## src/design/hkrb_pkg.sv

```systemverilog
// Shared types, constants and key tables for the boot-keyboard report builder.
package hkrb_pkg;

  localparam int unsigned SLOT_COUNT_DEF = 6;

  localparam logic [7:0] RAW_BASE   = 8'd136;
  localparam logic [7:0] SHIFT_MARK = 8'h80;
  localparam logic [7:0] LEFT_SHIFT = 8'h02;
  localparam logic [7:0] RIGHT_ALT  = 8'h40;
  localparam logic [7:0] USAGE_MASK = 8'h7F;

  typedef enum logic [1:0] {
    KIND_PRESS       = 2'd0,
    KIND_RELEASE     = 2'd1,
    KIND_RELEASE_ALL = 2'd2,
    KIND_WRITE       = 2'd3
  } kind_e;

  typedef enum logic [1:0] {
    STAT_OK       = 2'd0,
    STAT_UNMAPPED = 2'd1,
    STAT_NO_SLOT  = 2'd2
  } status_e;

  typedef enum logic [1:0] {
    OP_PRESS   = 2'd0,
    OP_RELEASE = 2'd1,
    OP_CLEAR   = 2'd2
  } slot_op_e;

  typedef struct packed {
    logic       start;
    slot_op_e   op;
    logic [7:0] key;
  } slot_cmd_t;

  typedef struct packed {
    logic done;
    logic full;
  } slot_rsp_t;

  typedef struct packed {
    logic       unmapped;
    logic [7:0] key;
    logic [7:0] mod_bits;
  } keymap_t;

  // ASCII to usage; bit 7 marks a shifted character
  localparam logic [7:0] CHAR_ROM [128] = '{
    8'h00, 8'h00, 8'h00, 8'h00, 8'h00, 8'h00, 8'h00, 8'h00,
    8'h2a, 8'h2b, 8'h28, 8'h00, 8'h00, 8'h00, 8'h00, 8'h00,
    8'h00, 8'h00, 8'h00, 8'h00, 8'h00, 8'h00, 8'h00, 8'h00,
    8'h00, 8'h00, 8'h00, 8'h00, 8'h00, 8'h00, 8'h00, 8'h00,
    8'h2c, 8'hb4, 8'hb3, 8'h20, 8'h21, 8'had, 8'h24, 8'hb1,
    8'hb0, 8'h30, 8'h25, 8'h1e, 8'h36, 8'h38, 8'h37, 8'haf,
    8'ha7, 8'h9e, 8'h9f, 8'ha0, 8'ha1, 8'ha2, 8'ha3, 8'ha4,
    8'ha5, 8'ha6, 8'hb7, 8'h35, 8'h36, 8'h2d, 8'h37, 8'hb6,
    8'h1f, 8'h84, 8'h85, 8'h86, 8'h87, 8'h88, 8'h89, 8'h8a,
    8'h8b, 8'h8c, 8'h8d, 8'h8e, 8'h8f, 8'h90, 8'h91, 8'h92,
    8'h93, 8'h94, 8'h95, 8'h96, 8'h97, 8'h98, 8'h99, 8'h9a,
    8'h9b, 8'h9c, 8'h9d, 8'h2f, 8'h31, 8'h30, 8'h23, 8'hb8,
    8'h35, 8'h04, 8'h05, 8'h06, 8'h07, 8'h08, 8'h09, 8'h0a,
    8'h0b, 8'h0c, 8'h0d, 8'h0e, 8'h0f, 8'h10, 8'h11, 8'h12,
    8'h13, 8'h14, 8'h15, 8'h16, 8'h17, 8'h18, 8'h19, 8'h1a,
    8'h1b, 8'h1c, 8'h1d, 8'haf, 8'hb1, 8'hb0, 8'hb5, 8'h00
  };

  // one bit per ASCII code: character needs AltGr
  localparam logic [127:0] ALTGR_MAP =
    {32'h78000001, 32'h78000001, 32'h50000458, 32'h00000000};

endpackage

```

## src/design/hkrb_if.sv

```systemverilog
// Request and report channel interfaces.
interface hkrb_in_if;
  logic       valid;
  logic       ready;
  logic [1:0] kind;
  logic [7:0] key_code;

  modport source (output valid, kind, key_code, input ready);
  modport sink   (input valid, kind, key_code, output ready);
endinterface

interface hkrb_out_if;
  logic       valid;
  logic       ready;
  logic       report_sent;
  logic [1:0] status;
  logic [7:0] modifier_bits;
  logic [7:0] slot_zero;
  logic [7:0] slot_one;
  logic [7:0] slot_two;
  logic [7:0] slot_three;
  logic [7:0] slot_four;
  logic [7:0] slot_five;
  logic       last_result;

  modport source (output valid, report_sent, status, modifier_bits, slot_zero, slot_one,
                  slot_two, slot_three, slot_four, slot_five, last_result, input ready);
  modport sink   (input valid, report_sent, status, modifier_bits, slot_zero, slot_one,
                  slot_two, slot_three, slot_four, slot_five, last_result, output ready);
endinterface

```

## src/design/hkrb_keymap.sv

```systemverilog
// Key code decode: raw usage, modifier code or ASCII through the layout ROM.
module hkrb_keymap (
  input  logic [7:0]       code_i,
  output hkrb_pkg::keymap_t map_o
);

  logic       is_raw;
  logic       is_mod;
  logic [7:0] entry;

  assign is_raw = (code_i >= hkrb_pkg::RAW_BASE);
  assign is_mod = code_i[7] && !is_raw;
  assign entry  = hkrb_pkg::CHAR_ROM[code_i[6:0]];

  always_comb begin
    map_o.unmapped = 1'b0;
    if (is_raw) begin
      map_o.key      = code_i - hkrb_pkg::RAW_BASE;
      map_o.mod_bits = 8'h00;
    end else if (is_mod) begin
      map_o.key      = 8'h00;
      map_o.mod_bits = 8'h01 << code_i[2:0];
    end else begin
      map_o.unmapped = (entry == 8'h00);
      map_o.key      = entry & hkrb_pkg::USAGE_MASK;
      map_o.mod_bits = (entry[7] ? hkrb_pkg::LEFT_SHIFT : 8'h00) |
                       (hkrb_pkg::ALTGR_MAP[code_i[6:0]] ? hkrb_pkg::RIGHT_ALT : 8'h00);
    end
  end

endmodule

```

## src/design/hkrb_slot_scan.sv

```systemverilog
// Key slot store with one shared compare unit stepping through the slots.
module hkrb_slot_scan #(
  parameter int unsigned SLOT_COUNT = hkrb_pkg::SLOT_COUNT_DEF
) (
  input  logic                  clk_i,
  input  logic                  rst_ni,
  input  hkrb_pkg::slot_cmd_t   cmd_i,
  output hkrb_pkg::slot_rsp_t   rsp_o,
  output logic [7:0]            slots_o [SLOT_COUNT]
);

  localparam int unsigned IdxW = (SLOT_COUNT > 1) ? $clog2(SLOT_COUNT) : 1;

  logic [7:0]          slot_q [SLOT_COUNT];
  logic                busy_q;
  logic [IdxW-1:0]     idx_q;
  hkrb_pkg::slot_op_e  op_q;
  logic [7:0]          key_q;
  logic                hit_q;
  logic                found_q;
  logic [IdxW-1:0]     first_q;

  logic [7:0]      cur;
  logic            last;
  logic            match;
  logic            empty;
  logic            hit_all;
  logic            found_all;
  logic [IdxW-1:0] tgt;

  assign cur       = slot_q[idx_q];
  assign last      = (idx_q == IdxW'(SLOT_COUNT - 1));
  assign match     = (cur == key_q);
  assign empty     = (cur == 8'h00);
  assign hit_all   = hit_q || match;
  assign found_all = found_q || empty;
  // first empty slot seen so far, else the one under the compare now
  assign tgt       = found_q ? first_q : idx_q;

  assign rsp_o.done = busy_q && last;
  assign rsp_o.full = (op_q == hkrb_pkg::OP_PRESS) && !hit_all && !found_all;

  for (genvar g = 0; g < SLOT_COUNT; g++) begin : g_out
    assign slots_o[g] = slot_q[g];
  end

  always_ff @(posedge clk_i or negedge rst_ni) begin
    if (!rst_ni) begin
      for (int i = 0; i < SLOT_COUNT; i++) slot_q[i] <= 8'h00;
      busy_q  <= 1'b0;
      idx_q   <= '0;
      op_q    <= hkrb_pkg::OP_PRESS;
      key_q   <= 8'h00;
      hit_q   <= 1'b0;
      found_q <= 1'b0;
      first_q <= '0;
    end else if (!busy_q) begin
      if (cmd_i.start) begin
        busy_q  <= 1'b1;
        idx_q   <= '0;
        op_q    <= cmd_i.op;
        key_q   <= cmd_i.key;
        hit_q   <= 1'b0;
        found_q <= 1'b0;
      end
    end else begin
      unique case (op_q)
        hkrb_pkg::OP_PRESS: begin
          if (match) hit_q <= 1'b1;
          if (empty && !found_q) begin
            found_q <= 1'b1;
            first_q <= idx_q;
          end
          if (last && !hit_all && found_all) slot_q[tgt] <= key_q;
        end
        hkrb_pkg::OP_RELEASE: begin
          if (key_q != 8'h00 && match) slot_q[idx_q] <= 8'h00;
        end
        hkrb_pkg::OP_CLEAR: begin
          slot_q[idx_q] <= 8'h00;
        end
        default: ;
      endcase
      if (last) busy_q <= 1'b0;
      else      idx_q  <= idx_q + IdxW'(1);
    end
  end

endmodule

```

## src/design/hid_keyboard_report_builder_core.sv

```systemverilog
// Boot-keyboard report builder: sequencer, modifier byte and report register.
//
//   channel   dir  handshake      payload
//   in_req_i  in   valid/ready    kind, key_code
//   rpt_o     out  valid/ready    report_sent, status, modifier_bits, slot_*, last_result
//
// A request is taken only while the sequencer is idle. Each press, release or
// release-all walks the key slots through one compare unit, one slot a cycle;
// a write walks them twice, press then release, and gives two reports.
// Unmapped characters skip the walk. A stalled report register holds the sequencer
// in its emit step. Reset clears modifiers, slots and all control.
module hid_keyboard_report_builder_core #(
  parameter int unsigned SLOT_COUNT = hkrb_pkg::SLOT_COUNT_DEF
) (
  input  logic     clk_i,
  input  logic     rst_ni,
  hkrb_in_if.sink    in_req_i,
  hkrb_out_if.source rpt_o
);

  typedef enum logic [1:0] {
    S_IDLE,
    S_PREP,
    S_WAIT,
    S_EMIT
  } state_e;

  state_e              state_q;
  hkrb_pkg::kind_e     kind_q;
  logic [7:0]          code_q;
  logic                rel_phase_q;
  hkrb_pkg::status_e   status_q;
  logic [7:0]          mod_q;
  logic                out_valid_q;

  hkrb_pkg::keymap_t   map;
  hkrb_pkg::slot_cmd_t cmd;
  hkrb_pkg::slot_rsp_t rsp;
  logic [7:0]          slots [SLOT_COUNT];
  logic [7:0]          shown [6];
  logic                in_fire;
  logic                load;
  logic                is_last;

  hkrb_keymap u_keymap (
    .code_i (code_q),
    .map_o  (map)
  );

  hkrb_slot_scan #(
    .SLOT_COUNT (SLOT_COUNT)
  ) u_slot_scan (
    .clk_i   (clk_i),
    .rst_ni  (rst_ni),
    .cmd_i   (cmd),
    .rsp_o   (rsp),
    .slots_o (slots)
  );

  for (genvar g = 0; g < 6; g++) begin : g_show
    if (g < SLOT_COUNT) begin : g_on
      assign shown[g] = slots[g];
    end else begin : g_off
      assign shown[g] = 8'h00;
    end
  end

  assign in_req_i.ready = (state_q == S_IDLE);
  assign in_fire        = in_req_i.valid && in_req_i.ready;
  assign load           = (state_q == S_EMIT) && (!out_valid_q || rpt_o.ready);
  assign is_last        = !(kind_q == hkrb_pkg::KIND_WRITE && !rel_phase_q);

  always_comb begin
    cmd.start = 1'b0;
    cmd.op    = hkrb_pkg::OP_PRESS;
    cmd.key   = map.key;
    if (state_q == S_PREP) begin
      if (kind_q == hkrb_pkg::KIND_RELEASE_ALL) begin
        cmd.start = 1'b1;
        cmd.op    = hkrb_pkg::OP_CLEAR;
      end else if (!map.unmapped) begin
        cmd.start = 1'b1;
        cmd.op    = rel_phase_q ? hkrb_pkg::OP_RELEASE : hkrb_pkg::OP_PRESS;
      end
    end
  end

  assign rpt_o.valid = out_valid_q;

  always_ff @(posedge clk_i or negedge rst_ni) begin
    if (!rst_ni) begin
      state_q     <= S_IDLE;
      kind_q      <= hkrb_pkg::KIND_PRESS;
      code_q      <= 8'h00;
      rel_phase_q <= 1'b0;
      status_q    <= hkrb_pkg::STAT_OK;
      mod_q       <= 8'h00;
      out_valid_q <= 1'b0;
      rpt_o.report_sent   <= 1'b0;
      rpt_o.status        <= hkrb_pkg::STAT_OK;
      rpt_o.modifier_bits <= 8'h00;
      rpt_o.slot_zero     <= 8'h00;
      rpt_o.slot_one      <= 8'h00;
      rpt_o.slot_two      <= 8'h00;
      rpt_o.slot_three    <= 8'h00;
      rpt_o.slot_four     <= 8'h00;
      rpt_o.slot_five     <= 8'h00;
      rpt_o.last_result   <= 1'b0;
    end else begin
      if (rpt_o.ready && !load) out_valid_q <= 1'b0;
      unique case (state_q)
        S_IDLE: begin
          if (in_fire) begin
            kind_q      <= hkrb_pkg::kind_e'(in_req_i.kind);
            code_q      <= in_req_i.key_code;
            rel_phase_q <= (in_req_i.kind == hkrb_pkg::KIND_RELEASE);
            state_q     <= S_PREP;
          end
        end
        S_PREP: begin
          if (kind_q == hkrb_pkg::KIND_RELEASE_ALL) begin
            mod_q    <= 8'h00;
            status_q <= hkrb_pkg::STAT_OK;
            state_q  <= S_WAIT;
          end else if (map.unmapped) begin
            status_q <= hkrb_pkg::STAT_UNMAPPED;
            state_q  <= S_EMIT;
          end else begin
            // modifier bits change even when the press later finds no slot
            mod_q   <= rel_phase_q ? (mod_q & ~map.mod_bits) : (mod_q | map.mod_bits);
            state_q <= S_WAIT;
          end
        end
        S_WAIT: begin
          if (rsp.done) begin
            status_q <= rsp.full ? hkrb_pkg::STAT_NO_SLOT : hkrb_pkg::STAT_OK;
            state_q  <= S_EMIT;
          end
        end
        S_EMIT: begin
          if (load) begin
            out_valid_q         <= 1'b1;
            rpt_o.report_sent   <= (status_q == hkrb_pkg::STAT_OK);
            rpt_o.status        <= status_q;
            rpt_o.modifier_bits <= mod_q;
            rpt_o.slot_zero     <= shown[0];
            rpt_o.slot_one      <= shown[1];
            rpt_o.slot_two      <= shown[2];
            rpt_o.slot_three    <= shown[3];
            rpt_o.slot_four     <= shown[4];
            rpt_o.slot_five     <= shown[5];
            rpt_o.last_result   <= is_last;
            if (is_last) begin
              state_q <= S_IDLE;
            end else begin
              rel_phase_q <= 1'b1;
              state_q     <= S_PREP;
            end
          end
        end
        default: state_q <= S_IDLE;
      endcase
    end
  end

  a_sent_iff_ok: assert property (@(posedge clk_i) disable iff (!rst_ni)
    rpt_o.valid |-> (rpt_o.report_sent == (rpt_o.status == hkrb_pkg::STAT_OK)))
    else $error("report_sent disagrees with status");

  a_done_in_wait: assert property (@(posedge clk_i) disable iff (!rst_ni)
    rsp.done |-> (state_q == S_WAIT))
    else $error("slot scan finished outside the wait step");

  a_accept_to_prep: assert property (@(posedge clk_i) disable iff (!rst_ni)
    in_fire |=> (state_q == S_PREP))
    else $error("accepted request did not start decode");

  a_write_second: assert property (@(posedge clk_i) disable iff (!rst_ni)
    (load && !is_last) |=> (state_q == S_PREP && rel_phase_q))
    else $error("write did not continue with its release");

endmodule

```

## src/flat_wrapper.sv

```systemverilog
// flat-port wrapper written by rule: the top's interface ports become plain ports
module hid_keyboard_report_builder_core_flat 
#(
  parameter int unsigned SLOT_COUNT = hkrb_pkg::SLOT_COUNT_DEF
)
  (clk_i, rst_ni, in_req_i_valid, in_req_i_kind, in_req_i_key_code, in_req_i_ready, rpt_o_valid, rpt_o_report_sent, rpt_o_status, rpt_o_modifier_bits, rpt_o_slot_zero, rpt_o_slot_one, rpt_o_slot_two, rpt_o_slot_three, rpt_o_slot_four, rpt_o_slot_five, rpt_o_last_result, rpt_o_ready);
  hkrb_in_if in_req_i_i ();
  hkrb_out_if rpt_o_i ();
  input  logic clk_i;
  input  logic rst_ni;
  input wire logic [$bits(in_req_i_i.valid)-1:0] in_req_i_valid;
  input wire logic [$bits(in_req_i_i.kind)-1:0] in_req_i_kind;
  input wire logic [$bits(in_req_i_i.key_code)-1:0] in_req_i_key_code;
  output wire logic [$bits(in_req_i_i.ready)-1:0] in_req_i_ready;
  output wire logic [$bits(rpt_o_i.valid)-1:0] rpt_o_valid;
  output wire logic [$bits(rpt_o_i.report_sent)-1:0] rpt_o_report_sent;
  output wire logic [$bits(rpt_o_i.status)-1:0] rpt_o_status;
  output wire logic [$bits(rpt_o_i.modifier_bits)-1:0] rpt_o_modifier_bits;
  output wire logic [$bits(rpt_o_i.slot_zero)-1:0] rpt_o_slot_zero;
  output wire logic [$bits(rpt_o_i.slot_one)-1:0] rpt_o_slot_one;
  output wire logic [$bits(rpt_o_i.slot_two)-1:0] rpt_o_slot_two;
  output wire logic [$bits(rpt_o_i.slot_three)-1:0] rpt_o_slot_three;
  output wire logic [$bits(rpt_o_i.slot_four)-1:0] rpt_o_slot_four;
  output wire logic [$bits(rpt_o_i.slot_five)-1:0] rpt_o_slot_five;
  output wire logic [$bits(rpt_o_i.last_result)-1:0] rpt_o_last_result;
  input wire logic [$bits(rpt_o_i.ready)-1:0] rpt_o_ready;
  assign in_req_i_i.valid = in_req_i_valid;
  assign in_req_i_i.kind = in_req_i_kind;
  assign in_req_i_i.key_code = in_req_i_key_code;
  assign in_req_i_ready = in_req_i_i.ready;
  assign rpt_o_valid = rpt_o_i.valid;
  assign rpt_o_report_sent = rpt_o_i.report_sent;
  assign rpt_o_status = rpt_o_i.status;
  assign rpt_o_modifier_bits = rpt_o_i.modifier_bits;
  assign rpt_o_slot_zero = rpt_o_i.slot_zero;
  assign rpt_o_slot_one = rpt_o_i.slot_one;
  assign rpt_o_slot_two = rpt_o_i.slot_two;
  assign rpt_o_slot_three = rpt_o_i.slot_three;
  assign rpt_o_slot_four = rpt_o_i.slot_four;
  assign rpt_o_slot_five = rpt_o_i.slot_five;
  assign rpt_o_last_result = rpt_o_i.last_result;
  assign rpt_o_i.ready = rpt_o_ready;
  hid_keyboard_report_builder_core #(.SLOT_COUNT(SLOT_COUNT)) u_core (.clk_i(clk_i), .rst_ni(rst_ni), .in_req_i(in_req_i_i), .rpt_o(rpt_o_i));
endmodule
```

## config.mk

```make
export PLATFORM = sky130hd
export DESIGN_NAME = hid_keyboard_report_builder_core_flat
export DESIGN_NICKNAME = d
export VERILOG_FILES = /design/src/design/hkrb_pkg.sv /design/src/design/hkrb_if.sv /design/src/design/hkrb_keymap.sv /design/src/design/hkrb_slot_scan.sv /design/src/design/hid_keyboard_report_builder_core.sv /design/src/flat_wrapper.sv
export SDC_FILE = /design/constraint.sdc
export NUM_CORES = 1
export LEC_CHECK = 0
export ABC_AREA = 1
export ABC_CLOCK_PERIOD_IN_PS = 4100
export BUFFER_PORTS_ARGS = -buffer_cell sky130_fd_sc_hd__buf_2
export CAP_MARGIN = 15
export CORE_MARGIN = 10
export CORE_UTILIZATION = 45
export DETAILED_ROUTE_END_ITERATION = 8
export GPL_TIMING_DRIVEN = 0
export HOLD_SLACK_MARGIN = 0.03
export PLACE_DENSITY = 0.72
export SLEW_MARGIN = 20
export SYNTH_ARGS = -nofsm -noshare
export SYNTH_HDL_FRONTEND = slang
export SYNTH_HIERARCHICAL = 1
export SYNTH_SLANG_ARGS = --single-unit
```

## constraint.sdc

```tcl
create_clock -name clk_i -period 4.1 [get_ports clk_i]
set_clock_uncertainty 0.1 [all_clocks]
set_input_delay 0.82 -clock clk_i [delete_from_list [all_inputs] [get_ports clk_i]]
set_output_delay 0.82 -clock clk_i [all_outputs]
set_load 0.01 [all_outputs]
```

Word level (Yosys, flattened, before mapping)
Memories as Yosys holds them, arrays and structs flattened.
Cells that the tools add are included.
{"block": "word_totals", "ff_bits": 151, "elab_cells": 181, "ram_bits": 0, "n_memories": 2, "out_inout_bits": 62, "latch_bits": 0, "romBits": 1152, "input_bits": 14}
{"name": "(no name shown)", "words": 128, "word_bits": 8, "rd": 1, "rd_clocked_by_memory_dff": 0, "write_ports": 0, "line_no": "hkrb_keymap.sv:13", "rtl": "assign entry = hkrb_pkg::CHAR_ROM[code_i[6:0]];"}
{"name": "(no name shown)", "words": 128, "word_bits": 1, "rd": 1, "rd_clocked_by_memory_dff": 0, "write_ports": 0, "line_no": "hkrb_keymap.sv:27", "rtl": "(hkrb_pkg::ALTGR_MAP[code_i[6:0]] ? hkrb_pkg::RIGHT_ALT : 8'h00);"}
{"block": "op_classes", "bitwise_logic": 10, "n_eq_ne": 22, "n_addsub": 2, "div": 0, "shift": 1, "n_reduce_logical": 47, "n_lt_le_gt_ge": 7, "n_mul": 0, "n_mux": 60}
{"op": "one-hot mux 48 bit (3 select lines)", "n": 1}
{"op": "two-way mux 48 bit", "n": 2}
{"op": "two-way mux 8 bit", "n": 9}
{"op": "bitwise AND 48 bit", "n": 1}
{"op": "bitwise mux 48 bit", "n": 1}
{"op": "demux 8 bit (select 3 bit)", "n": 2}
{"op": "NOT 48 bit", "n": 1}
{"op": "binary-select mux 8 bit (select 3 bit)", "n": 1}
{"op": "two-way mux 1 bit", "n": 22}
{"op": "two-way mux 3 bit", "n": 7}
{"op": "two-way mux 2 bit", "n": 9}
{"op": ">= comparator 8 bit, second input constant", "n": 2}
{"op": "logical NOT 8 bit", "n": 2}
{"op": "two-way mux 16 bit", "n": 1}
{"op": "two-way mux 15 bit", "n": 1}
{"op": "AND reduction 3 bit", "n": 5}
{"op": "logical AND 1 bit", "n": 14}
{"op": "!= test 2 x 1 -> 1 bit, second input constant", "n": 6}
{"op": "== test 2 bit, second input constant", "n": 5}
{"op": "!= test 2 bit, second input constant", "n": 5}
{"op": "AND reduction 2 bit", "n": 5}
{"op": "bitwise AND 8 bit", "n": 1}
{"op": "== test 8 bit", "n": 1}
{"op": ">= comparator 4 bit, second input constant", "n": 2}
{"op": "other kinds (25)", "n": 43}

Longest topological paths before layout
Gate-level depths: netlist of the first run.
{"block": "depth", "depth_word": 13, "depth_mapped": 19, "depth_no_buf": 19}

Cells and area by module
The synthesis of the first run kept the hierarchy.
{"mod": "hkrb_slot_scan", "area_each_um2": 4166.5, "seq_area_each_um2": 1676.6, "cells_per_inst": 585, "n_inst": 1}
{"mod": "hid_keyboard_report_builder_core", "area_each_um2": 3485.8, "seq_area_each_um2": 2102.0, "cells_per_inst": 396, "n_inst": 1}
{"mod": "hkrb_keymap", "area_each_um2": 1134.8, "seq_area_each_um2": 0.0, "cells_per_inst": 216, "n_inst": 1}

Worst setup path after synthesis of the first run
OpenSTA, ideal clock, no wires.
{"block": "synth_path", "path_type": "register -> register", "from": "reg u_core.code_q[0]", "to": "reg u_core.u_slot_scan.key_q[0]", "path_buffers": 1, "slack_ps": 1453, "setup_time_ps": 133, "path_stages_with_launch": 19, "t_arrival_ps": 2414, "synth_period_minus_slack_ps": 2647, "required_time_ps": 3867, "cell_sequence": "dfrtp_1 inv_1 ha_1 inv_1 nand2_1 nand2_1 nand2_1 nand2_1 o21ai_1 a21oi_1 nand2_1 nor2_1 inv_1 nand2_1 o21ai_4 nand2_1 inv_1 clkbuf_1 o21ai_0"}
{"element": "start: declaration", "line_no": "hid_keyboard_report_builder_core.sv:30", "rtl": "logic [7:0] code_q;"}
{"element": "start signal: assignment", "line_no": "hid_keyboard_report_builder_core.sv:115", "rtl": "code_q <= in_req_i.key_code;"}
{"element": "end signal: assignment", "line_no": "hkrb_slot_scan.sv:62", "rtl": "key_q <= cmd_i.key;"}
{"element": "end: declaration", "line_no": "hkrb_slot_scan.sv:18", "rtl": "logic [7:0] key_q;"}

==> key figures, run 1 <==
Worst setup path
  – CP arrival: ~3.7 ns
  – CP cell instances: inv_1 > ha_1 > nand2_1 > nand3_1 > nand2_1 > o21ai_1 > a21oi_1 > nand2_1 > nor2_1 > inv_1 > nand2_1 > o21ai_4 > nand2_1 > inv_1 > clkbuf_1 > o21ai_0
  – Worst R2R Start: u_core/code_q[0]$_DFFE_PN0P_
  – R2R depth: 16
  – Startpoint types: flop
  – Crit-path max FO: 11
  – Max stage delay cell, worst path: dfrtp_1
  – Critical R2R Capture: u_core/u_slot_scan/op_q[0]$_DFFE_PN0P_
  – Setup CP Type: flop to flop
  – CP endpoint kind: flop
  – Most frequent CP cell: nand2_1
  – Internal reg-to-reg setup slack: 0.64 ns
  – Critical path's largest stage delay: 0.61 ns
  – Critical Path RT: 4.29 ns

Power
  – Sw Share: 51.2%
  – Combinational share of power: between 50% and 60%
  – Int Pwr: 4.35 mW
  – Switching power total: 4.56 mW
  – Pwr Total: 8.91 mW
  – Clock power frac: 17.3%
  – Leak: 5.41 nW
  – VDD IR max: 0.000485 V
  – PD cells: 881 mW/mm^2
  – Sequential share of power: between 20 and 30%

Clocking
  – Clock buffer count from CTS: 17
  – Clk slew on worst S/H paths: 0.07 ns
  – CTS Buffer Depth: 2
  – H-tree depth: 4
  – Total setup buffers inserted after CTS: 0
  – Clock Latency Late Sink: 0.43 ns
  – CTS sink cnt: approximately 150
  – CTS tree: done
  – Hold buffers post-CTS: 0
  – Clock root cell: clkbuf_16
  – Cts repair resizes: 0

Timing
  – Slew @ Worst Pin: 0.616 ns
  – Fmax: between 0.2 and 0.3 GHz
  – Final Critical Period: 3.46 ns
  – Final Max Tran Viols: 0
  – Post-route setup slack: 0.644 ns
  – Period utilization: 84.3%
  – RSZ-0062 raised after global routing: no
  – Final Hold Violating Endpoints: 0
  – Slew margin rel.: between 50 and 60%
  – Setup violations, final: 0

Synthesis
  – Yosys Warn Count: 6
  – Avg Inst Size Synth: 7.34 sq um
  – Most common flop cell mapped by yosys: dfrtp_1
  – Cell area after synthesis: a little under 0.009 sq mm
  – Sequential area share after synthesis: 43.0%
  – Syn_nets: 1230
  – Synth Register Bits: 151
  – Ys async rst share: 100%
  – EDFF count, synth: 0
  – Cell variety after synth: 38
  – Mapped Cells: 1197

Global route
  – Vias in the first global route: 8114
  – First-pass GRT wire length: 42600 um
  – GRT Resource Usage Total: roughly a fifth
  – Initial antenna violation count: 0
  – GR Overflow Total: 0
  – Pin count of the biggest net entering global routing: 79

Drt
  – Number of remaining DRC errors: 0
  – Vias per std cell: 5.44
  – Antenna-violating nets left: 0
  – Routed WL: 26400 um
  – DR vias: ~8.5k
  – DR iter-0 viols: 767
  – WL per Instance: 16.8 um
  – Drt pass-1 iters: 6

Hold path
  – Worst hold path type: input pin to asynchronous set/reset pin

Floorplan
  – Die Area: 0.0255 sq mm
  – Row cnt: 51
  – Starting Density: 45.4%
  – I/O Pins: 76
  – Die Y: 160 um
  – Core Area: 0.0193 sq mm
  – Die width: 160 um

Cells and area
  – Final antenna diode count: 0
  – Post-Layout Cell Count: around 1.6k
  – Commonest non-fill, non-tap cell in the layout: nand2_1
  – Fillers: 1908
  – Final core occ: 52.3%
  – Synth-to-Final Area Change: 15.1%
  – Share of cells above drive strength 1: 14.6%
  – Final Net Count: 1325
  – Commonest cells after routing, fill and taps aside: nand2_1, dfrtp_1, buf_2, inv_1, nand3_1

Run
  – Max-Cap Viols: 0

Placement
  – IO buf count: 75
  – Dpl cells: approximately 1.5k
  – Post-Place Setup Slack: 0.674 ns
  – Hpwl dp: 19500 um
  – Gp weighted congestion: slightly below 1

Run status
  – Status: finished, final reports clean
## critical path, delay by kind of cell (launching register included)
kind | cells | cell delay, ns
compound gates | 4 | 0.68
fa+ha+maj | 1 | 0.46
buf+inv | 4 | 0.81
flops | 1 | 0.61
simple gates | 7 | 0.66
## worst max-delay path by stage
stage / start / endpoint / slack (ns) / cells after the start
2_1_floorplan: u_core/code_q[0]$_DFFE_PN0P_ / u_core/u_slot_scan/key_q[0]$_DFFE_PN0P_ / 1.45 / 18
3_3_place_gp: rst_ni / u_core/code_q[1]$_DFFE_PN0P_ / -0.12 / 1
3_5_place_dp: u_core/code_q[0]$_DFFE_PN0P_ / u_core/u_slot_scan/op_q[1]$_DFFE_PN0P_ / 0.67 / 16
4_1_cts: u_core/code_q[0]$_DFFE_PN0P_ / u_core/u_slot_scan/op_q[0]$_DFFE_PN0P_ / 0.65 / 16
5_1_grt: u_core/code_q[0]$_DFFE_PN0P_ / u_core/u_slot_scan/op_q[0]$_DFFE_PN0P_ / 0.31 / 17
6_report: u_core/code_q[0]$_DFFE_PN0P_ / u_core/u_slot_scan/op_q[0]$_DFFE_PN0P_ / 0.64 / 16
## per-stage QoR
| stage | setup TNS, ns | instance area, sq um | hold slack (ns) |
|---|---|---|---|
| finish | 0 | 10100 | 0.240 |
| floorplan | 0 | 8790 | 0.342 |
| CTS | 0 | 10100 | 0.268 |
| detailed placement | 0 | 9530 | 0.359 |
| global placement | -16.33 | 9490 | 0.356 |
| global route | 0 | 10100 | 0.289 |
## metal layers
layer  global-route usage [%]  vias up  wire (um)
li1                         -     4130          -
met1                     24.9     3962      11100
met2                     33.7      373      12500
met3                     4.24       70       1740
met4                     9.48        0       1070
met5                        0        -          0
## state kept, by name, summed over array words and instances, names as in the netlist, 2 cells and up
name and cells:
u_core/code_q 8, u_core/u_slot_scan/idx_q 3, u_core/rpt_o.status 2, u_core/u_slot_scan/first_q 3, u_core/u_slot_scan/slots_o 48, u_core/rpt_o.slot_one 8, u_core/rpt_o.slot_five 8, u_core/status_q 2
u_core/u_slot_scan/key_q 8, u_core/state_q 2, u_core/rpt_o.modifier_bits 8, u_core/rpt_o.slot_four 8, u_core/rpt_o.slot_two 8, u_core/u_slot_scan/op_q 2, u_core/mod_q 8, u_core/rpt_o.slot_zero 8
u_core/kind_q 2, u_core/rpt_o.slot_three 8
## power by group through the flow
stage	Sequential (mW)	Combinational, mW	Clock (mW)
after CTS	2.47	4.81	1.56
final	2.47	4.90	1.54
after global routing	2.55	5.39	1.65
after floorplan	2.47	3.28	0
after detailed placement	2.49	4.79	0
after global placement	2.48	4.75	0
## Yosys cell counts, types with 2 or more instances
cell        n  area (sq um)
o21ai_0    53           265
o32ai_1    32           280
nand2_2     5          31.3
inv_4       2          12.5
nand4_1    58           363
nor2_1     55           206
inv_1      92           345
nor3_1      6          30.0
a31oi_1     3          18.8
or2_2       4          25.0
nand2_4     3          33.8
buf_2      20           100
nor4_1      2          12.5
buf_1       2          7.51
ha_1       19           238
inv_2      11          41.3
clkbuf_1   10          37.5
nor2_2      5          31.3
o21ai_1     8          40.0
mux2_2      9           101
o22ai_1    18           113
a21oi_1    14          70.1
nand2_1   502          1880
dfrtp_1   151          3780
buf_6      11           124
nand3_1    85           425
buf_4       6          45.0
## layout make-up
type                    count  area (sq um)  area share [%]
multi-input cells         891          4290            42.4
flip-flops and latches    151          3780            37.4
clock buffers              18           439            4.34
repair buffers             76           413            4.08
inverters                 106           408            4.03
well taps                 265           332            3.28
plain buffers              49           314            3.11
clock inverters            14           140            1.39
## cells by family (layout without fill, tap and decap cells)
| family | after synthesis | in the layout | synth area share, % |
|---|---|---|---|
| buffers and inverters | 155 | 263 | 8.22 |
| XOR/XNOR | 1 | 1 | 0.0997 |
| AND/OR/NAND/NOR | 730 | 730 | 35.3 |
| adder cells (fa/ha/maj) | 19 | 19 | 2.71 |
| flip-flops | 151 | 151 | 43.0 |
| AO/OA/AOI/OAI | 132 | 132 | 9.50 |
| multiplexers | 9 | 9 | 1.15 |
Note: power is estimated with default switching activity, not from simulation.
==> run 2, diff against run 1 <==
--- a/config.mk
+++ b/config.mk
@@ -6,7 +6,7 @@
 export NUM_CORES = 1
 export LEC_CHECK = 0
 export ABC_AREA = 1
-export ABC_CLOCK_PERIOD_IN_PS = 4100
+export ABC_CLOCK_PERIOD_IN_PS = 3300
 export BUFFER_PORTS_ARGS = -buffer_cell sky130_fd_sc_hd__buf_2
 export CAP_MARGIN = 15
 export CORE_MARGIN = 10
==> constraint.sdc (replaced) <==
create_clock -name clk_i -period 3.3 [get_ports clk_i]
set_clock_uncertainty 0.1 [all_clocks]
set_input_delay 0.66 -clock clk_i [delete_from_list [all_inputs] [get_ports clk_i]]
set_output_delay 0.66 -clock clk_i [all_outputs]
set_load 0.01 [all_outputs]
==> run 2 against run 1 <==
  * Maximum frequency grew 9.1%
  * Combinational power grew 27%
  * Sequential power grew 25%
  * Hold slack lost 0.16 ns
  * Critical endpoint is now u_core/u_slot_scan/slots_o[23]$_DFFE_PN0P_
  * Highest routed layer unchanged
==> key figures, run 2 (synthesis results as in run 1) <==
Timing
  – Fmax: 0.316 GHz
  – Final Hold Violating Endpoints: 0
  – Final hold slack: 0.0789 ns
  – Slew @ Worst Pin: 0.573 ns
  – Setup_tns: 0 ns
  – Final Critical Period: ~3.2 ns
  – Period utilization: 96.0%
  – Final Max Tran Viols: 0
  – RSZ-0062 raised after global routing: yes
  – Slew margin rel.: between 60% and 70%
  – Setup violations, final: 0

Worst setup path
  – Setup CP Type: flop to flop
  – Max stage delay cell, worst path: buf_1
  – Worst R2R Start: u_core/u_slot_scan/idx_q[0]$_DFFE_PN0P_
  – Crit-path max FO: 10
  – Internal reg-to-reg setup slack: 0.13 ns
  – CP arrival: 3.43 ns
  – R2R depth: 15
  – Most frequent CP cell: nand2_1
  – CP cell instances: inv_2 > buf_4 > nand2_1 > nand3_1 > nand2_1 > nor2_1 > nand2_1 > nor2_1 > nand2_1 > a21oi_1 > nand3_1 > nand2_2 > buf_1 > nand4_1 > nand2_1
  – Critical path's largest stage delay: 0.49 ns
  – Critical Path RT: roughly 3.6 ns
  – CP endpoint kind: flop
  – CP startpoint: u_core/u_slot_scan/idx_q[0]$_DFFE_PN0P_
  – Startpoint types: flop

Run status
  – Status: finished, final reports clean

Clocking
  – CTS tree: done
  – CTS sink cnt: 151
  – Clk slew on worst S/H paths: 0.06 ns
  – H-tree depth: 4
  – CTS Buffer Depth: 2
  – Clock buffer count from CTS: 17
  – Clock Latency Late Sink: 0.43 ns
  – Hold buffers post-CTS: 0
  – Clock root cell: clkbuf_16

Global route
  – Pin count of the biggest net entering global routing: 79
  – Initial antenna violation count: 0
  – Vias in the first global route: 8114
  – GRT Resource Usage Total: around a fifth
  – First-pass GRT wire length: 42600 um
  – GR Overflow Total: 0

Run
  – Max-Cap Viols: 0

Drt
  – Vias per std cell: between 5 and 6
  – Number of remaining DRC errors: 0
  – Antenna-violating nets left: 0
  – Routed WL: 26500 um
  – DR iter-0 viols: 847
  – DR vias: around 8.5k
  – WL per Instance: 16.8 um
  – Drt pass-1 iters: 7

Floorplan
  – I/O Pins: 76
  – Core Area: 0.0193 sq mm
  – Die Area: 0.0255 sq mm
  – Die Y: 160 um
  – Row cnt: 51
  – Starting Density: a little under half
  – Die width: about 160 um

Cells and area
  – Multi-input gate area: approximately 0.0043 sq mm
  – Commonest non-fill, non-tap cell in the layout: nand2_1
  – Fillers: 1902
  – Reg area: 0.00378 sq mm
  – Synth-to-Final Area Change: 16.0%
  – Final Net Count: 1332
  – Share of cells above drive strength 1: roughly 16%
  – Max reg flops: 48
  – Commonest cells after routing, fill and taps aside: nand2_1, dfrtp_1, buf_2, inv_1, nand3_1
  – Final antenna diode count: 0

Power
  – PD cells: 1100 mW/mm^2
  – Leak: 5.44 nW
  – VDD IR max: 0.000597 V

Placement
  – Gp weighted congestion: 0.975
  – Hpwl dp: 19500 um
  – IO buf count: 75

Hold path
  – Worst hold path type: input pin to asynchronous set/reset pin
[run 2: cell count changes in the layout (fill, tap and decap cells not counted), sizes merged]
cell,previous run,this run
buf,115,123
inv,111,109
clkbuf,28,27
clkinvlp,5,7
[run 2: power breakdown]
group          switching, mW  internal [mW]  leakage, nW
Clock                  0.844           1.07        0.268
Combinational           4.30           1.91         3.14
Sequential             0.564           2.51         2.04
Total                   5.71           5.49         5.44
[run 2: layout make-up]
cell class,instances,area share [%]
plain buffers,49,3.13
clock buffers,18,4.31
clock inverters,14,1.37
inverters,106,4.07
multi-input cells,891,42.2
flip-flops and latches,151,37.1
well taps,265,3.25
repair buffers,83,4.57
[run 2: stage by stage]
stage          cells  utilization [%]  power, mW  worst slack [ns]  area, sq um
3_5_place_dp    1538             49.3       9.04            -0.126         9530
6_report        1577             52.7       11.2             0.131        10200
4_1_cts         1570             52.3       11.0            0.0244        10100
5_1_grt         1577             52.7       12.0          -0.00321        10200
2_1_floorplan   1197                -       7.14             0.653         8790
3_3_place_gp    1537             49.1       8.98            -0.759         9490
[run 2: worst paths after layout]
kind                                                                   end
worst min register to register       u_core/rpt_o.slot_five[3]$_DFFE_PN0P_
min in group clk_i                            u_core/code_q[1]$_DFFE_PN0P_
worst max register to register  u_core/u_slot_scan/slots_o[23]$_DFFE_PN0P_
max in group asynchronous                     u_core/code_q[1]$_DFFE_PN0P_
worst max-delay path            u_core/u_slot_scan/slots_o[23]$_DFFE_PN0P_
worst min-delay path                  u_core/rpt_o.slot_one[4]$_DFFE_PN0P_
[run 2: timing repair]
item	in CTS	in global routing
setup buffers	0	7
endpoints found under the setup margin	12	16
cloned	0	0
gates resized for setup	1	13
[run 2: per-layer routing]
metal  share of wire, %  track usage (%)  vias up
met1                 42             24.9     3956
met3                6.9             4.24       82
met5                  0                0        -
li1                   -                -     4147
met2                 47             33.7      354
met4                4.4             9.48        0
[run 2: critical path, delay by kind of cell, from the launching register on]
family          cells  cell delay (ns)
simple gates       11             1.45
buf+inv             3             0.93
flops               1             0.48
compound gates      1             0.14
==> run 3, diff against run 2 <==
--- a/config.mk
+++ b/config.mk
@@ -10,11 +10,11 @@
 export BUFFER_PORTS_ARGS = -buffer_cell sky130_fd_sc_hd__buf_2
 export CAP_MARGIN = 15
 export CORE_MARGIN = 10
-export CORE_UTILIZATION = 45
+export CORE_UTILIZATION = 60
 export DETAILED_ROUTE_END_ITERATION = 8
 export GPL_TIMING_DRIVEN = 0
 export HOLD_SLACK_MARGIN = 0.03
-export PLACE_DENSITY = 0.72
+export PLACE_DENSITY = 0.89
 export SLEW_MARGIN = 20
 export SYNTH_ARGS = -nofsm -noshare
 export SYNTH_HDL_FRONTEND = slang
==> run 3 against run 2 <==
  * First-iteration DRC count up 58%
  * Combinational power up 2%
  * Wire length down 0.61%
  * Cell count down 4.8%
  * Setup slack better by 0.065 ns
  * Critical path depth unchanged
  * Critical path type unchanged
  * Critical endpoint is now u_core/u_slot_scan/slots_o[28]$_DFFE_PN0P_
==> key figures, run 3 (synthesis results as in run 1) <==
Run status
  – Status: finished, final reports clean

Global route
  – First-pass GRT wire length: 42000 um
  – GRT Resource Usage Total: 26.0%
  – Vias in the first global route: around 8.4k
  – GR Overflow Total: 0
  – Initial antenna violation count: 0
  – Pin count of the biggest net entering global routing: 84

Clocking
  – Clock buffer count from CTS: 17
  – Clock Latency Late Sink: 0.44 ns
  – Clk slew on worst S/H paths: roughly 0.060 ns
  – CTS tree: done
  – Hold buffers post-CTS: 0
  – CTS sink cnt: 151
  – Clock root cell: clkbuf_16
  – H-tree depth: 4
  – CTS Buffer Depth: 2

Hold path
  – Worst hold path type: input pin to asynchronous set/reset pin

Timing
  – Setup violations, final: 0
  – Final Hold Violating Endpoints: 0
  – Slew margin rel.: 57.9%
  – Fmax: 0.322 GHz
  – Final Critical Period: 3.10 ns
  – Period utilization: a little over nine tenths
  – Final Max Tran Viols: 0
  – Slew @ Worst Pin: 0.629 ns

Cells and area
  – Post-Layout Cell Count: 1501
  – Multi-input gate area: 0.00430 sq mm
  – Post-route cell area: just over 0.01 sq mm
  – Reg area: approximately 0.0038 sq mm
  – Commonest non-fill, non-tap cell in the layout: nand2_1
  – Final Net Count: ~1.3k
  – Max reg flops: 48
  – Synth-to-Final Area Change: 15.1%
  – Fillers: 1215
  – Share of cells above drive strength 1: 15.9%
  – Final antenna diode count: 0
  – Commonest cells after routing, fill and taps aside: nand2_1, dfrtp_1, buf_2, inv_1, nand3_1

Drt
  – DR vias: about 9.0k
  – Routed WL: 26300 um
  – Number of remaining DRC errors: 0
  – Vias per std cell: 5.98
  – Drt pass-1 iters: 6
  – DR iter-0 viols: 1342
  – Antenna-violating nets left: 0
  – WL per Instance: 17.5 um

Power
  – Combinational share of power: a little under three fifths
  – Clock power frac: 16.4%
  – Pwr Total: 11.2 mW
  – Sequential share of power: 27.4%
  – PD cells: 1110 mW/mm^2
  – VDD IR max: roughly 0.00069 V
  – Int Pwr: ~5.5 mW
  – Switching power total: 5.75 mW
  – Leak: 5.47 nW
  – Sw Share: 51.1%

Run
  – Max-Cap Viols: 0

Floorplan
  – Core Area: 0.0144 sq mm
  – Die Area: 0.0199 sq mm
  – I/O Pins: 76
  – Die width: about 140 um
  – Die Y: 141 um
  – Starting Density: between 60 and 70%
  – Row cnt: 44

Placement
  – DP Area: ~0.0094 sq mm
  – Gp weighted congestion: 1.00
  – Hpwl dp: 19000 um
  – IO buf count: 75
  – Dpl cells: 1457

Worst setup path
  – Setup CP Type: flop to flop
  – CP endpoint kind: flop
  – Critical Path RT: ~3.6 ns
  – CP arrival: approximately 3.4 ns
  – Startpoint types: flop
  – Crit-path max FO: 10
-- run 3: power groups by stage --
stage | Sequential, mW | Combinational [mW] | Clock, mW
after floorplan | 3.07 | 4.07 | 0
final | 3.09 | 6.31 | 1.85
after detailed placement | 3.10 | 5.92 | 0
after global placement | 3.07 | 5.78 | 0
after CTS | 3.08 | 5.96 | 1.87
after global routing | 3.16 | 6.91 | 1.94
-- run 3: cell type report --
cell class / instances / share of cell area [%]
tap: 184 / 2.28
buffer: 49 / 3.16
clock inverter: 13 / 1.24
timing repair buffer: 89 / 5.02
clock buffer: 18 / 4.25
multi-input combinational: 891 / 42.5
inverter: 106 / 4.11
sequential: 151 / 37.4
-- run 3: worst max-delay path, stage by stage (launching register included) --
cell	delay (ns)
dfrtp_1	0.48
inv_2	0.22
buf_4	0.22
nand2_1	0.07
nand3_1	0.10
nand2_1	0.08
nor2_1	0.15
nand2_1	0.07
nor2_1	0.13
nand2_1	0.12
a21oi_1	0.17
nand3_1	0.13
nand2_2	0.20
buf_1	0.50
nand4_1	0.18
nand2_1	0.11
-- run 3: final timing paths --
| check | startpoint | depth (start not counted) | endpoint | slack [ns] |
|---|---|---|---|---|
| max | u_core/u_slot_scan/idx_q[0]$_DFFE_PN0P_ | 15 | u_core/u_slot_scan/slots_o[28]$_DFFE_PN0P_ | 0.20 |
| min | rst_ni | 1 | u_core/rpt_o.slot_four[0]$_DFFE_PN0P_ | 0.06 |
| max reg2reg | u_core/u_slot_scan/idx_q[0]$_DFFE_PN0P_ | 15 | u_core/u_slot_scan/slots_o[28]$_DFFE_PN0P_ | 0.20 |
| min reg2reg | u_core/rpt_o.slot_one[0]$_DFFE_PN0P_ | 2 | u_core/rpt_o.slot_one[0]$_DFFE_PN0P_ | 0.38 |
| max in group asynchronous | rst_ni | 2 | u_core/code_q[0]$_DFFE_PN0P_ | 2.25 |
| min in group clk_i | in_req_i_key_code[0] | 2 | u_core/code_q[0]$_DFFE_PN0P_ | 0.36 |
-- run 3: per-layer routing --
metal	wire length [um]	up-vias	GRT usage (%)
li1	-	4169	-
met1	10900	4154	34.2
met2	11600	536	39.6
met3	2710	114	6.45
met4	1100	0	11.8
met5	0	-	0
-- run 3: metrics by stage --
step	hold slack (ns)	setup WS, ns	setup TNS [ns]	utilization [%]
3_5_place_dp	0.360	-0.170	-1.58	65.4
4_1_cts	0.0897	0.00445	0	69.2
2_1_floorplan	0.264	0.653	0	-
6_report	0.0603	0.196	0	70.1
3_3_place_gp	0.357	-0.603	-90.70	65.1
5_1_grt	0.0979	-0.00470	-0.00470	70.1
-- run 3: timing repair --
item	in CTS	in global routing
pin swaps	0	0
buffers inserted	0	13
gates resized for setup	2	11
setup endpoints to repair	13	15
